`config.mk`:
```
export PLATFORM = sky130hd
export DESIGN_NAME = two_ended_homing_sequencer
export DESIGN_NICKNAME = d
export VERILOG_FILES = /design/src/rtl/tehs_pkg.sv /design/src/rtl/two_ended_homing_sequencer.sv
export SDC_FILE = /design/constraint.sdc
export NUM_CORES = 1
export LEC_CHECK = 0
export BUFFER_PORTS_ARGS = -buffer_cell sky130_fd_sc_hd__buf_4
export CAP_MARGIN = 20
export CORE_MARGIN = 5
export CORE_UTILIZATION = 40
export CTS_BUF_LIST = sky130_fd_sc_hd__clkbuf_8
export DETAILED_ROUTE_END_ITERATION = 7
export SYNTH_ARGS = -nofsm -noshare
export SYNTH_HDL_FRONTEND = slang
export SYNTH_SLANG_ARGS = --single-unit
```
`constraint.sdc`:
```
create_clock -name clk -period 7.7 [get_ports clk]
set_input_delay 0.77 -clock clk [delete_from_list [all_inputs] [get_ports clk]]
set_output_delay 0.77 -clock clk [all_outputs]
set_load 0.02 [all_outputs]
```
`src/rtl/tehs_pkg.sv`:
```
// Package for the two-ended homing sequencer.
// Holds the phase enum, register indexes, result codes, drive levels, reset values and widths.
// No dependencies.
package tehs_pkg;

  typedef enum logic [2:0] {
    PH_IDLE      = 3'd0,
    PH_DRIVE_CW  = 3'd1,
    PH_SETTLE_A  = 3'd2,
    PH_DRIVE_CCW = 3'd3,
    PH_SETTLE_B  = 3'd4
  } phase_t;

  typedef enum logic [1:0] {
    REG_DRIVE_TICKS    = 2'd0,
    REG_SETTLE_TICKS   = 2'd1,
    REG_PRESSURE_LIMIT = 2'd2,
    REG_MIN_STROKE     = 2'd3
  } cfg_idx_t;

  localparam logic [1:0] RES_OK    = 2'd0;
  localparam logic [1:0] RES_TRIP  = 2'd1;
  localparam logic [1:0] RES_STILL = 2'd2;

  localparam logic [1:0] LEVEL_NEUTRAL = 2'd0;
  localparam logic [1:0] LEVEL_CW      = 2'd1;
  localparam logic [1:0] LEVEL_CCW     = 2'd2;

  localparam logic [15:0] DRIVE_TICKS_RST    = 16'd2000;
  localparam logic [15:0] SETTLE_TICKS_RST   = 16'd100;
  localparam logic [11:0] PRESSURE_LIMIT_RST = 12'd100;
  localparam logic [15:0] MIN_STROKE_RST     = 16'd30;

  localparam int SAMPLE_W     = 12;
  localparam int TARGET_W     = 32;
  localparam int IN_TDATA_W   = 48;
  localparam int OUT_TDATA_W  = 56;
  localparam int PADDR_W      = 4;

endpackage

```
`src/rtl/two_ended_homing_sequencer.sv`:
```
// Two-ended homing sequencer: drives one axis to both ends, latches the
// encoder at each end and reports the midpoint. Uses tehs_pkg.
// Each item passes through the input register, then the result register,
// before the result transfer. Throughput: one item per cycle, stalled only by
// m_axis_tready. Reset (rst, synchronous) empties both stages, returns the
// registers to their defaults and the sequencer to idle with the relay off.
module two_ended_homing_sequencer #(
  parameter int POSITION_BITS = 32,
  parameter int SAMPLE_BITS   = 12
) (
  input  logic                                   clk,
  input  logic                                   rst,
  // input stream
  input  logic                                   s_axis_tvalid,
  output logic                                   s_axis_tready,
  // [11:0] pressure_sample, [43:12] encoder_position, [47:44] zero
  input  logic [tehs_pkg::IN_TDATA_W-1:0]        s_axis_tdata,
  // [0] command
  input  logic                                   s_axis_tuser,
  // result stream
  output logic                                   m_axis_tvalid,
  input  logic                                   m_axis_tready,
  // [1:0] drive_level, [2] relay_enable, [3] busy_res, [4] success,
  // [6:5] result_code, [18:7] trip_value, [50:19] target_position, [55:51] zero
  output logic [tehs_pkg::OUT_TDATA_W-1:0]       m_axis_tdata,
  // done_res
  output logic                                   m_axis_tlast,
  // configuration
  input  logic                                   psel,
  input  logic                                   penable,
  input  logic                                   pwrite,
  input  logic [tehs_pkg::PADDR_W-1:0]           paddr,
  input  logic [31:0]                            pwdata,
  output logic [31:0]                            prdata,
  output logic                                   pready
);

  localparam int P           = POSITION_BITS;
  localparam int SAMPLE_USED = (SAMPLE_BITS < tehs_pkg::SAMPLE_W) ? SAMPLE_BITS
                                                                   : tehs_pkg::SAMPLE_W;

  // configuration registers
  logic [15:0] drive_ticks;
  logic [15:0] settle_ticks;
  logic [11:0] pressure_limit;
  logic [15:0] min_stroke;
  logic        cfg_write;
  tehs_pkg::cfg_idx_t cfg_idx;

  assign pready    = 1'b1;
  assign cfg_write = psel & penable & pwrite & pready;
  assign cfg_idx   = tehs_pkg::cfg_idx_t'(paddr[3:2]);

  always_ff @(posedge clk) begin
    if (rst) begin
      drive_ticks    <= tehs_pkg::DRIVE_TICKS_RST;
      settle_ticks   <= tehs_pkg::SETTLE_TICKS_RST;
      pressure_limit <= tehs_pkg::PRESSURE_LIMIT_RST;
      min_stroke     <= tehs_pkg::MIN_STROKE_RST;
    end else if (cfg_write) begin
      unique case (cfg_idx)
        tehs_pkg::REG_DRIVE_TICKS:    drive_ticks    <= pwdata[15:0];
        tehs_pkg::REG_SETTLE_TICKS:   settle_ticks   <= pwdata[15:0];
        tehs_pkg::REG_PRESSURE_LIMIT: pressure_limit <= pwdata[11:0];
        tehs_pkg::REG_MIN_STROKE:     min_stroke     <= pwdata[15:0];
        default: ;
      endcase
    end
  end

  always_comb begin
    unique case (cfg_idx)
      tehs_pkg::REG_DRIVE_TICKS:    prdata = 32'(drive_ticks);
      tehs_pkg::REG_SETTLE_TICKS:   prdata = 32'(settle_ticks);
      tehs_pkg::REG_PRESSURE_LIMIT: prdata = 32'(pressure_limit);
      tehs_pkg::REG_MIN_STROKE:     prdata = 32'(min_stroke);
      default:                      prdata = 32'd0;
    endcase
  end

  // input register
  logic         s1_valid;
  logic         s1_cmd;
  logic [11:0]  s1_sample;
  logic [P-1:0] s1_pos;
  logic         advance;
  logic         fire;

  assign advance       = !m_axis_tvalid || m_axis_tready;
  assign fire          = s1_valid && advance;
  assign s_axis_tready = !s1_valid || advance;

  always_ff @(posedge clk) begin
    if (rst) begin
      s1_valid <= 1'b0;
    end else if (s_axis_tready) begin
      s1_valid <= s_axis_tvalid;
    end
  end

  always_ff @(posedge clk) begin
    if (s_axis_tvalid && s_axis_tready) begin
      s1_cmd    <= s_axis_tuser;
      s1_sample <= 12'(s_axis_tdata[SAMPLE_USED-1:0]);
      s1_pos    <= s_axis_tdata[tehs_pkg::SAMPLE_W +: P];
    end
  end

  // sequencer state
  tehs_pkg::phase_t phase, phase_next;
  logic [15:0]  tick_count, tick_count_next;
  logic [P-1:0] first_position, first_position_next;
  logic [P-1:0] second_position, second_position_next;
  logic [1:0]   last_result, last_result_next;
  logic [11:0]  last_trip, last_trip_next;
  logic [31:0]  target_reg, target_reg_next;
  logic         success_flag, success_flag_next;
  logic         relay_reg, relay_reg_next;
  logic         done_next;

  // end-of-run evaluation; with no settle the second end comes straight
  // from the item being processed
  logic [P-1:0] eval_b;
  logic [P:0]   a_x, b_x, diff_ab, diff_ba, stroke, pos_sum, sum_adj;
  logic         still;
  logic [P-1:0] mid;
  logic [15:0]  tick_inc;

  assign eval_b   = (phase == tehs_pkg::PH_DRIVE_CCW) ? s1_pos : second_position;
  assign a_x      = (P+1)'($signed(first_position));
  assign b_x      = (P+1)'($signed(eval_b));
  assign diff_ab  = b_x - a_x;
  assign diff_ba  = a_x - b_x;
  assign stroke   = diff_ab[P] ? diff_ba : diff_ab;
  assign still    = stroke < (P+1)'(min_stroke);
  assign pos_sum  = a_x + b_x;
  // round toward zero: add one to a negative sum before the halving
  assign sum_adj  = pos_sum + (P+1)'(pos_sum[P]);
  assign mid      = sum_adj[P:1];
  assign tick_inc = tick_count + 16'd1;

  always_comb begin
    phase_next           = phase;
    tick_count_next      = tick_count;
    first_position_next  = first_position;
    second_position_next = second_position;
    last_result_next     = last_result;
    last_trip_next       = last_trip;
    target_reg_next      = target_reg;
    success_flag_next    = success_flag;
    relay_reg_next       = relay_reg;
    done_next            = 1'b0;

    if (s1_cmd) begin
      if (phase == tehs_pkg::PH_IDLE) begin
        success_flag_next = 1'b1;
        last_result_next  = tehs_pkg::RES_OK;
        last_trip_next    = 12'd0;
        relay_reg_next    = 1'b1;
        tick_count_next   = 16'd0;
        phase_next        = tehs_pkg::PH_DRIVE_CW;
      end
    end else begin
      unique case (phase)
        tehs_pkg::PH_DRIVE_CW, tehs_pkg::PH_DRIVE_CCW: begin
          if (s1_sample > pressure_limit) begin
            phase_next        = tehs_pkg::PH_IDLE;
            success_flag_next = 1'b0;
            last_result_next  = tehs_pkg::RES_TRIP;
            last_trip_next    = s1_sample;
            done_next         = 1'b1;
          end else if (tick_inc == drive_ticks) begin
            tick_count_next = 16'd0;
            if (phase == tehs_pkg::PH_DRIVE_CW) begin
              first_position_next = s1_pos;
              phase_next = (settle_ticks == 16'd0) ? tehs_pkg::PH_DRIVE_CCW
                                                   : tehs_pkg::PH_SETTLE_A;
            end else begin
              second_position_next = s1_pos;
              if (settle_ticks == 16'd0) begin
                phase_next = tehs_pkg::PH_IDLE;
                done_next  = 1'b1;
                if (still) begin
                  success_flag_next = 1'b0;
                  last_result_next  = tehs_pkg::RES_STILL;
                end else begin
                  target_reg_next   = 32'($signed(mid));
                  success_flag_next = 1'b1;
                  last_result_next  = tehs_pkg::RES_OK;
                end
              end else begin
                phase_next = tehs_pkg::PH_SETTLE_B;
              end
            end
          end else begin
            tick_count_next = tick_inc;
          end
        end
        tehs_pkg::PH_SETTLE_A, tehs_pkg::PH_SETTLE_B: begin
          if (tick_inc >= settle_ticks) begin
            tick_count_next = 16'd0;
            if (phase == tehs_pkg::PH_SETTLE_A) begin
              phase_next = tehs_pkg::PH_DRIVE_CCW;
            end else begin
              phase_next = tehs_pkg::PH_IDLE;
              done_next  = 1'b1;
              if (still) begin
                success_flag_next = 1'b0;
                last_result_next  = tehs_pkg::RES_STILL;
              end else begin
                target_reg_next   = 32'($signed(mid));
                success_flag_next = 1'b1;
                last_result_next  = tehs_pkg::RES_OK;
              end
            end
          end else begin
            tick_count_next = tick_inc;
          end
        end
        tehs_pkg::PH_IDLE: ;
        default: begin
          phase_next      = tehs_pkg::PH_IDLE;
          tick_count_next = 16'd0;
        end
      endcase
    end
  end

  // result fields, taken from the state after this item
  logic [1:0]                        level_next;
  logic [tehs_pkg::OUT_TDATA_W-1:0]  result_next;

  always_comb begin
    unique case (phase_next)
      tehs_pkg::PH_DRIVE_CW:  level_next = tehs_pkg::LEVEL_CW;
      tehs_pkg::PH_DRIVE_CCW: level_next = tehs_pkg::LEVEL_CCW;
      default:                level_next = tehs_pkg::LEVEL_NEUTRAL;
    endcase
    result_next = {5'd0, target_reg_next, last_trip_next, last_result_next,
                   success_flag_next, (phase_next != tehs_pkg::PH_IDLE),
                   relay_reg_next, level_next};
  end

  always_ff @(posedge clk) begin
    if (rst) begin
      phase           <= tehs_pkg::PH_IDLE;
      tick_count      <= 16'd0;
      first_position  <= '0;
      second_position <= '0;
      last_result     <= tehs_pkg::RES_OK;
      last_trip       <= 12'd0;
      target_reg      <= 32'd0;
      success_flag    <= 1'b1;
      relay_reg       <= 1'b0;
    end else if (fire) begin
      phase           <= phase_next;
      tick_count      <= tick_count_next;
      first_position  <= first_position_next;
      second_position <= second_position_next;
      last_result     <= last_result_next;
      last_trip       <= last_trip_next;
      target_reg      <= target_reg_next;
      success_flag    <= success_flag_next;
      relay_reg       <= relay_reg_next;
    end
  end

  // result register: load on each processed item, drop after the transfer
  always_ff @(posedge clk) begin
    if (rst) begin
      m_axis_tvalid <= 1'b0;
    end else if (fire) begin
      m_axis_tvalid <= 1'b1;
    end else if (m_axis_tready) begin
      m_axis_tvalid <= 1'b0;
    end
  end

  always_ff @(posedge clk) begin
    if (fire) begin
      m_axis_tdata <= result_next;
      m_axis_tlast <= done_next;
    end
  end

endmodule
```
# Word level (Yosys, flattened, before mapping)
# Index checks and enable logic that the tools add are counted.
# totals
register_bits	290
inputBits	92
# op_classes
n_addsub	5
n_lt_le_gt_ge	3
eq_ne	13
mux	64
bitwise_logic	5
reduce_logical	20
# op_table
op	n
$mux 32	9
$pmux 32 s4	1
$mux 16	5
$sub 32x32->33	2
$pmux 32 s2	1
$mux 12	4
$pmux 16 s3	1
$add 32x32->33	1
$add 33x1->33	1
$lt 33x16->1	1
$mux 33	1
$mux 3	7
$mux 1	20
$mux 2	10
$add 16x1->16 const B	1
$eq 16x16->1	1
$ge 16x16->1	1
$logic_not 16->1	1
$gt 12x12->1	1
$reduce_and 6->1	2
$eq 3x2->1 const B	3
$pmux 3 s3	1
$pmux 2 s2	2
$reduce_and 2->1	4
19 further kinds	29

# Depth between registers and ports, before layout
# logic_depth
depth_word	12
depth_mapped	32
ltp_nobuf	27

# Least setup slack after synthesis
# No wires, ideal clock.
# synth_timing
path_type	register -> register
start	register phase[2]
end	register m_axis_tdata[27] in the netlist's numbering, data pin
setup_ps	260
arrival_time_ps	6575
required_time_ps	7440
setup_slack_ps	865
path_stages_with_launch	30
n_path_buf	7
period_less_slack_ps	6835
cell_sequence	dfxtp_1 clkbuf_1 nor2b_1 nand2_1 buf_1 mux2_2 ha_1 clkbuf_1 nand4_1 nor3_1 a22oi_1 o211ai_1 o41ai_2 buf_2 buf_1 buf_1 a31oi_1 xnor2_1 ha_1 a21o_1 a211o_1 a21oi_1 or3_1 a31oi_1 nor3b_1 o2111ai_1 a211o_1 nand3_2 buf_4 mux2_2
# synth_via
elab_chain_len	12
elab_cells_between_ends	22
# synth_lines
element	line_no	source
from (decl)	two_ended_homing_sequencer.sv:110	tehs_pkg::phase_t phase, phase_next;
from (signal assigned)	two_ended_homing_sequencer.sv:246	phase <= tehs_pkg::PH_IDLE;
from (signal assigned)	two_ended_homing_sequencer.sv:256	phase <= phase_next;
$eq 3x2->1	two_ended_homing_sequencer.sv:129, two_ended_homing_sequencer.sv:164	
$mux 32	two_ended_homing_sequencer.sv:129	assign eval_b = (phase == tehs_pkg::PH_DRIVE_CCW) ? s1_pos : second_position;
$sub 32x32->33 (on tied branches)	two_ended_homing_sequencer.sv:132, two_ended_homing_sequencer.sv:133	
$mux 33	two_ended_homing_sequencer.sv:134	assign stroke = diff_ab[P] ? diff_ba : diff_ab;
$lt 33x16->1	two_ended_homing_sequencer.sv:135	assign still = stroke < (P+1)'(min_stroke);
$mux 32	two_ended_homing_sequencer.sv:183, two_ended_homing_sequencer.sv:207	
$mux 32	two_ended_homing_sequencer.sv:180	if (settle_ticks == 16'd0) begin
$mux 32	two_ended_homing_sequencer.sv:174	if (phase == tehs_pkg::PH_DRIVE_CW) begin
$mux 32	two_ended_homing_sequencer.sv:172	end else if (tick_inc == drive_ticks) begin
$mux 32	two_ended_homing_sequencer.sv:166	if (s1_sample > pressure_limit) begin
$pmux 32 s2 *	two_ended_homing_sequencer.sv:164	unique case (phase)
$mux 32 *	two_ended_homing_sequencer.sv:154	if (s1_cmd) begin
named net result_next, one bit	two_ended_homing_sequencer.sv:231	logic [tehs_pkg::OUT_TDATA_W-1:0] result_next;
to (signal assigned)	two_ended_homing_sequencer.sv:281	m_axis_tdata <= result_next;
to (decl)	two_ended_homing_sequencer.sv:25	output logic [tehs_pkg::OUT_TDATA_W-1:0] m_axis_tdata,
# The timed path passes the listed nets; every way through them passes the cells marked *.
# A chain may end at the register's enable or synchronous reset.

# Worst setup path in the final report
# layout_timing
start	register phase[1]
end	register m_axis_tdata[43] in the netlist's numbering, data pin
# The elaborated chain is that of the path after synthesis.

==> impl_table.tex <==
\begin{tabular}{lr}
\hline
Metric & Value \\
\hline
\multicolumn{2}{l}{\textbf{Outcome}} \\
Outcome & completed \\
\multicolumn{2}{l}{\textbf{Drt}} \\
WL per Instance & 19.4 microns \\
DRC violations left & 0 \\
Via density & roughly 5.5 \\
Number of iterations in the first detailed-routing pass & 6 \\
Met2 routed wirelength & $\sim$26 mm \\
Wire length on met1 & about 27 mm \\
Total number of vias & $\sim$17000 \\
Number of design-rule violations left by the first detailed-router iteration & about 1300 \\
Routed Antenna Nets & 0 \\
Total wirelength of the detailed-routed design & around 59 mm \\
Highest routing layer actually used & met4 \\
Amount of wire on met3 after detailed routing & roughly 3.5 mm \\
\multicolumn{2}{l}{\textbf{CTS}} \\
Maximum buffer depth of the clock tree & 3 \\
Total clock buffers created by CTS & between 50 and 60 \\
Clock slew at the register clock pins of the worst setup and hold paths & 60 ps \\
Sink Count & between 200 and 300 \\
Number of buffers added to fix hold violations after cts & 0 \\
TritonCTS clock tree & yes \\
Later-pin clock latency in the skew report & 650 ps \\
Resized Gates After CTS & 0 \\
Library cell used as clock root buffer & clkbuf\_8 \\
Post-CTS setup buffers & 0 \\
Number of levels the H-tree was split into & 2 \\
\multicolumn{2}{l}{\textbf{Placement}} \\
Dpl hpwl & roughly 45 mm \\
\# port buffers & 139 \\
Area post-placement & 0.0212 sq mm \\
GP Congestion & between 0.8 and 0.9 \\
\multicolumn{2}{l}{\textbf{Setup path}} \\
Setup slack of the most critical reg-to-reg path & about 550 ps \\
Crit path capture type & register \\
Kind of start point of the critical path & register \\
Data required time of the worst path & 8060 ps \\
Worst reg2reg path depth & 23 \\
Startpoint of the most critical setup path & phase[1] \\
Worst reg2reg path startpoint & phase[1] \\
Critical R2R Capture & m\_axis\_tdata[43] \\
Arr. time, crit path & 7510 ps \\
Endpoint of the most critical setup path & m\_axis\_tdata[43] \\
Setup Crit Path Kind & reg2reg \\
Crit path max fanout & 33 \\
\multicolumn{2}{l}{\textbf{Synth}} \\
Dominant combinational cell family by area after synthesis & simple AND/OR/NAND/NOR gates \\
Synth cell types & about 90 \\
Post-synthesis xor/xnor area fraction & 5.43\% \\
Yosys top cell area share & 19.8\% \\
Synth Register Bits & 290 \\
Top post-synthesis cells by area & dfxtp\_1 20\%, edfxtp\_1 15\%, ha\_1 9.1\%, mux2i\_1 6.2\%, a21oi\_1 5.0\% \\
Per-instance average area after synthesis & 8.71 sq um \\
Yosys top cell by area & dfxtp\_1 \\
Dominant cell by count in the synthesized netlist & nand2\_1 \\
Synth Area in Adders & a little under a tenth \\
Main synth FF type & dfxtp\_1 \\
Area fraction in and, or, nand and nor cells after synthesis & 16.6\% \\
Post-synthesis cell area & 0.0195 sq mm \\
Instance count of the mapped netlist & $\sim$2200 \\
Count of warnings emitted by yosys & 0 \\
Cell types with the highest counts after synthesis & 240 x nand2\_1, 223 x nor2\_1, 195 x a21oi\_1, 193 x dfxtp\_1, 151 x inv\_1 \\
Share of cell area taken by muxes after synthesis & roughly 11\% \\
Share of async-settable or async-resettable flops after synthesis & 0\% \\
Portion of the post-synthesis area used by sequential elements & between 30\% and 40\% \\
Synthesized-area fraction occupied by ao, oa, aoi and oai cells & about 16\% \\
Post-synth EDFFs & 97 \\
\multicolumn{2}{l}{\textbf{Layout}} \\
Final-layout fill cell count & between 4000 and 5000 \\
Final standard cell area without fillers & roughly 0.022 sq mm \\
Number of flip-flops under the largest register name & just over 50 \\
Area of all sequential standard cells & 0.00678 sq mm \\
Fraction of final layout cells with drive strength greater than 1 & between 10\% and 20\% \\
Count of nets after finishing & 2601 \\
Antenna diodes & 0 \\
Area overhead of the layout relative to synthesis & 13.9\% \\
Area occupied by multi-input gates & around 0.012 sq mm \\
Largest Register & m\_axis\_tdata \\
\multicolumn{2}{l}{\textbf{Die}} \\
I/O pin total & 184 \\
Core ar. & between 0.04 and 0.05 sq mm \\
Die Height & approximately 230 microns \\
Initial standard-cell utilization of the core & between 40\% and 50\% \\
Number of standard-cell rows in the floorplan & 81 \\
Die outline area & $\sim$0.053 sq mm \\
Die width & between 200 and 250 microns \\
\multicolumn{2}{l}{\textbf{STA}} \\
Total negative slack for setup checks & 0 ps \\
Fmax & approximately 0.14 GHz \\
Final Hold Viols & 0 \\
Slew of the pin with the lowest slew margin & between 1000 and 1500 ps \\
Ratio of final minimum period to clock period & 92.9\% \\
Final setup violation count & 0 \\
Max-slew violation count & 0 \\
Minimum clock period & just over 7000 ps \\
Normalized max-slew margin & roughly 28\% \\
Clock skew & 38.2 ps \\
Smallest hold slack & between 300 and 400 ps \\
Unrepaired setup endpoints after global routing & no \\
\multicolumn{2}{l}{\textbf{GRT}} \\
Number of antenna violations at the first check in global routing & 0 \\
Maximum number of pins on one net before global-route repair & 76 \\
Total routing usage reported by global routing & 21.4\% \\
Global route total overflow & 0 \\
First-pass GRT wire length & approximately 92 mm \\
Via count of the first global-routing pass & around 16000 \\
\multicolumn{2}{l}{\textbf{Power}} \\
Peak supply drop & 0.109 mV \\
Leakage power summed over all cells & 0.00893 uW \\
Total power divided by cell area & approximately 160 mW/mm\^{}2 \\
\multicolumn{2}{l}{\textbf{Flow run}} \\
Max capacitance violation total & 0 \\
\multicolumn{2}{l}{\textbf{Min path}} \\
Hold crit path type & in2reg \\
\hline
\end{tabular}
-- layout make-up --
cell class	instances	area share, %
Clock buffer	61	3.78
Clock inverter	36	0.979
Multi-Input combinational cell	1688	52.6
Inverter	153	2.58
Timing Repair Buffer	179	6.12
Tap cell	622	3.50
Sequential cell	290	30.5
-- routing by layer --
metal	global-route usage, %	vias to the layer above
met4	7.80	0
met3	3.33	107
met2	33.9	515
met1	29.8	7868
met5	0	-
li1	-	8111
-- cells by family (layout without fill, tap and decap cells) --
| group | Yosys count | in the layout |
|---|---|---|
| adder cells (fa/ha/maj) | 145 | 145 |
| other | 2 | 22 |
| flip-flops | 290 | 290 |
| multiplexers | 199 | 199 |
| buffers and inverters | 284 | 429 |
| AO/OA/AOI/OAI | 499 | 499 |
| XOR/XNOR | 121 | 121 |
| AND/OR/NAND/NOR | 702 | 702 |
-- critical path: stages (launching register included) --
cell,delay (ps)
dfxtp_1,590
nand2_1,170
buf_12,230
mux2_2,340
ha_1,420
a21oi_1,230
o21ai_0,280
a22oi_1,310
o211ai_1,260
o41ai_4,720
a31oi_1,210
xnor2_1,350
ha_1,310
a21o_1,160
a211o_1,290
a21oi_1,120
or3_1,120
a31oi_1,100
nor3b_1,300
o2111ai_1,210
a211o_1,340
nand3_2,120
buf_4,270
mux2_2,370
-- power breakdown --
| group | switching [uW] | internal [uW] | leakage, uW |
|---|---|---|---|
| Sequential | 24.2 | 1620 | 0.00250 |
| Combinational | 248 | 158 | 0.00583 |
| Clock | 669 | 792 | 0.000598 |
| Total | 942 | 2570 | 0.00893 |
-- through the flow --
stage                     total power, uW  instances  util [%]  setup WS (ps)
final                                3510       3029      45.7            550
after global routing                 3670       3029      45.7           24.2
after CTS                            3560       3029      45.7            599
after detailed placement             2080       2932      43.5            673
after global placement               2070       2932      43.5            729
after floorplan                      1930       2262         -            865
-- worst min-delay path by stage --
| stage | start | end | slack, ps | cells after the start |
|---|---|---|---|---|
| after detailed placement | relay_reg | relay_reg | 450 | 2 |
| after global routing | s_axis_tdata[11] | s1_sample[11] | 270 | 1 |
| after global placement | last_trip[7] | last_trip[7] | 440 | 2 |
| final | s_axis_tdata[11] | s1_sample[11] | 300 | 1 |
| after floorplan | relay_reg | relay_reg | 430 | 2 |
| after CTS | s_axis_tdata[11] | s1_sample[11] | 250 | 1 |
-- layout by cell type (no fill, tap or decap), types with 7 or more instances in the layout --
cell type	synthesis	layout
a211oi_1	16	16
a21o_1	28	28
a21oi_1	195	195
a22oi_1	16	16
a31oi_1	13	13
and3_1	7	7
buf_4	25	177
clkbuf_8	0	61
clkinv_1	1	9
clkinv_2	0	9
conb_1	2	22
dfxtp_1	193	193
edfxtp_1	97	97
ha_1	142	142
inv_1	151	164
mux2_2	65	65
mux2i_1	121	121
mux4_2	12	12
nand2_1	240	240
nand2b_1	35	35
nand3_1	33	33
nand4_1	23	23
nor2_1	223	220
nor2b_1	33	33
nor3_1	35	34
nor4_1	21	21
o2111ai_1	9	9
o211ai_1	30	30
o21a_1	16	16
o21ai_0	87	87
o21bai_1	14	14
o31ai_1	7	7
or2_2	7	7
or3_1	8	8
xnor2_1	81	81
xor2_1	40	40
No activity file was read; power rests on OpenSTA's default activity.
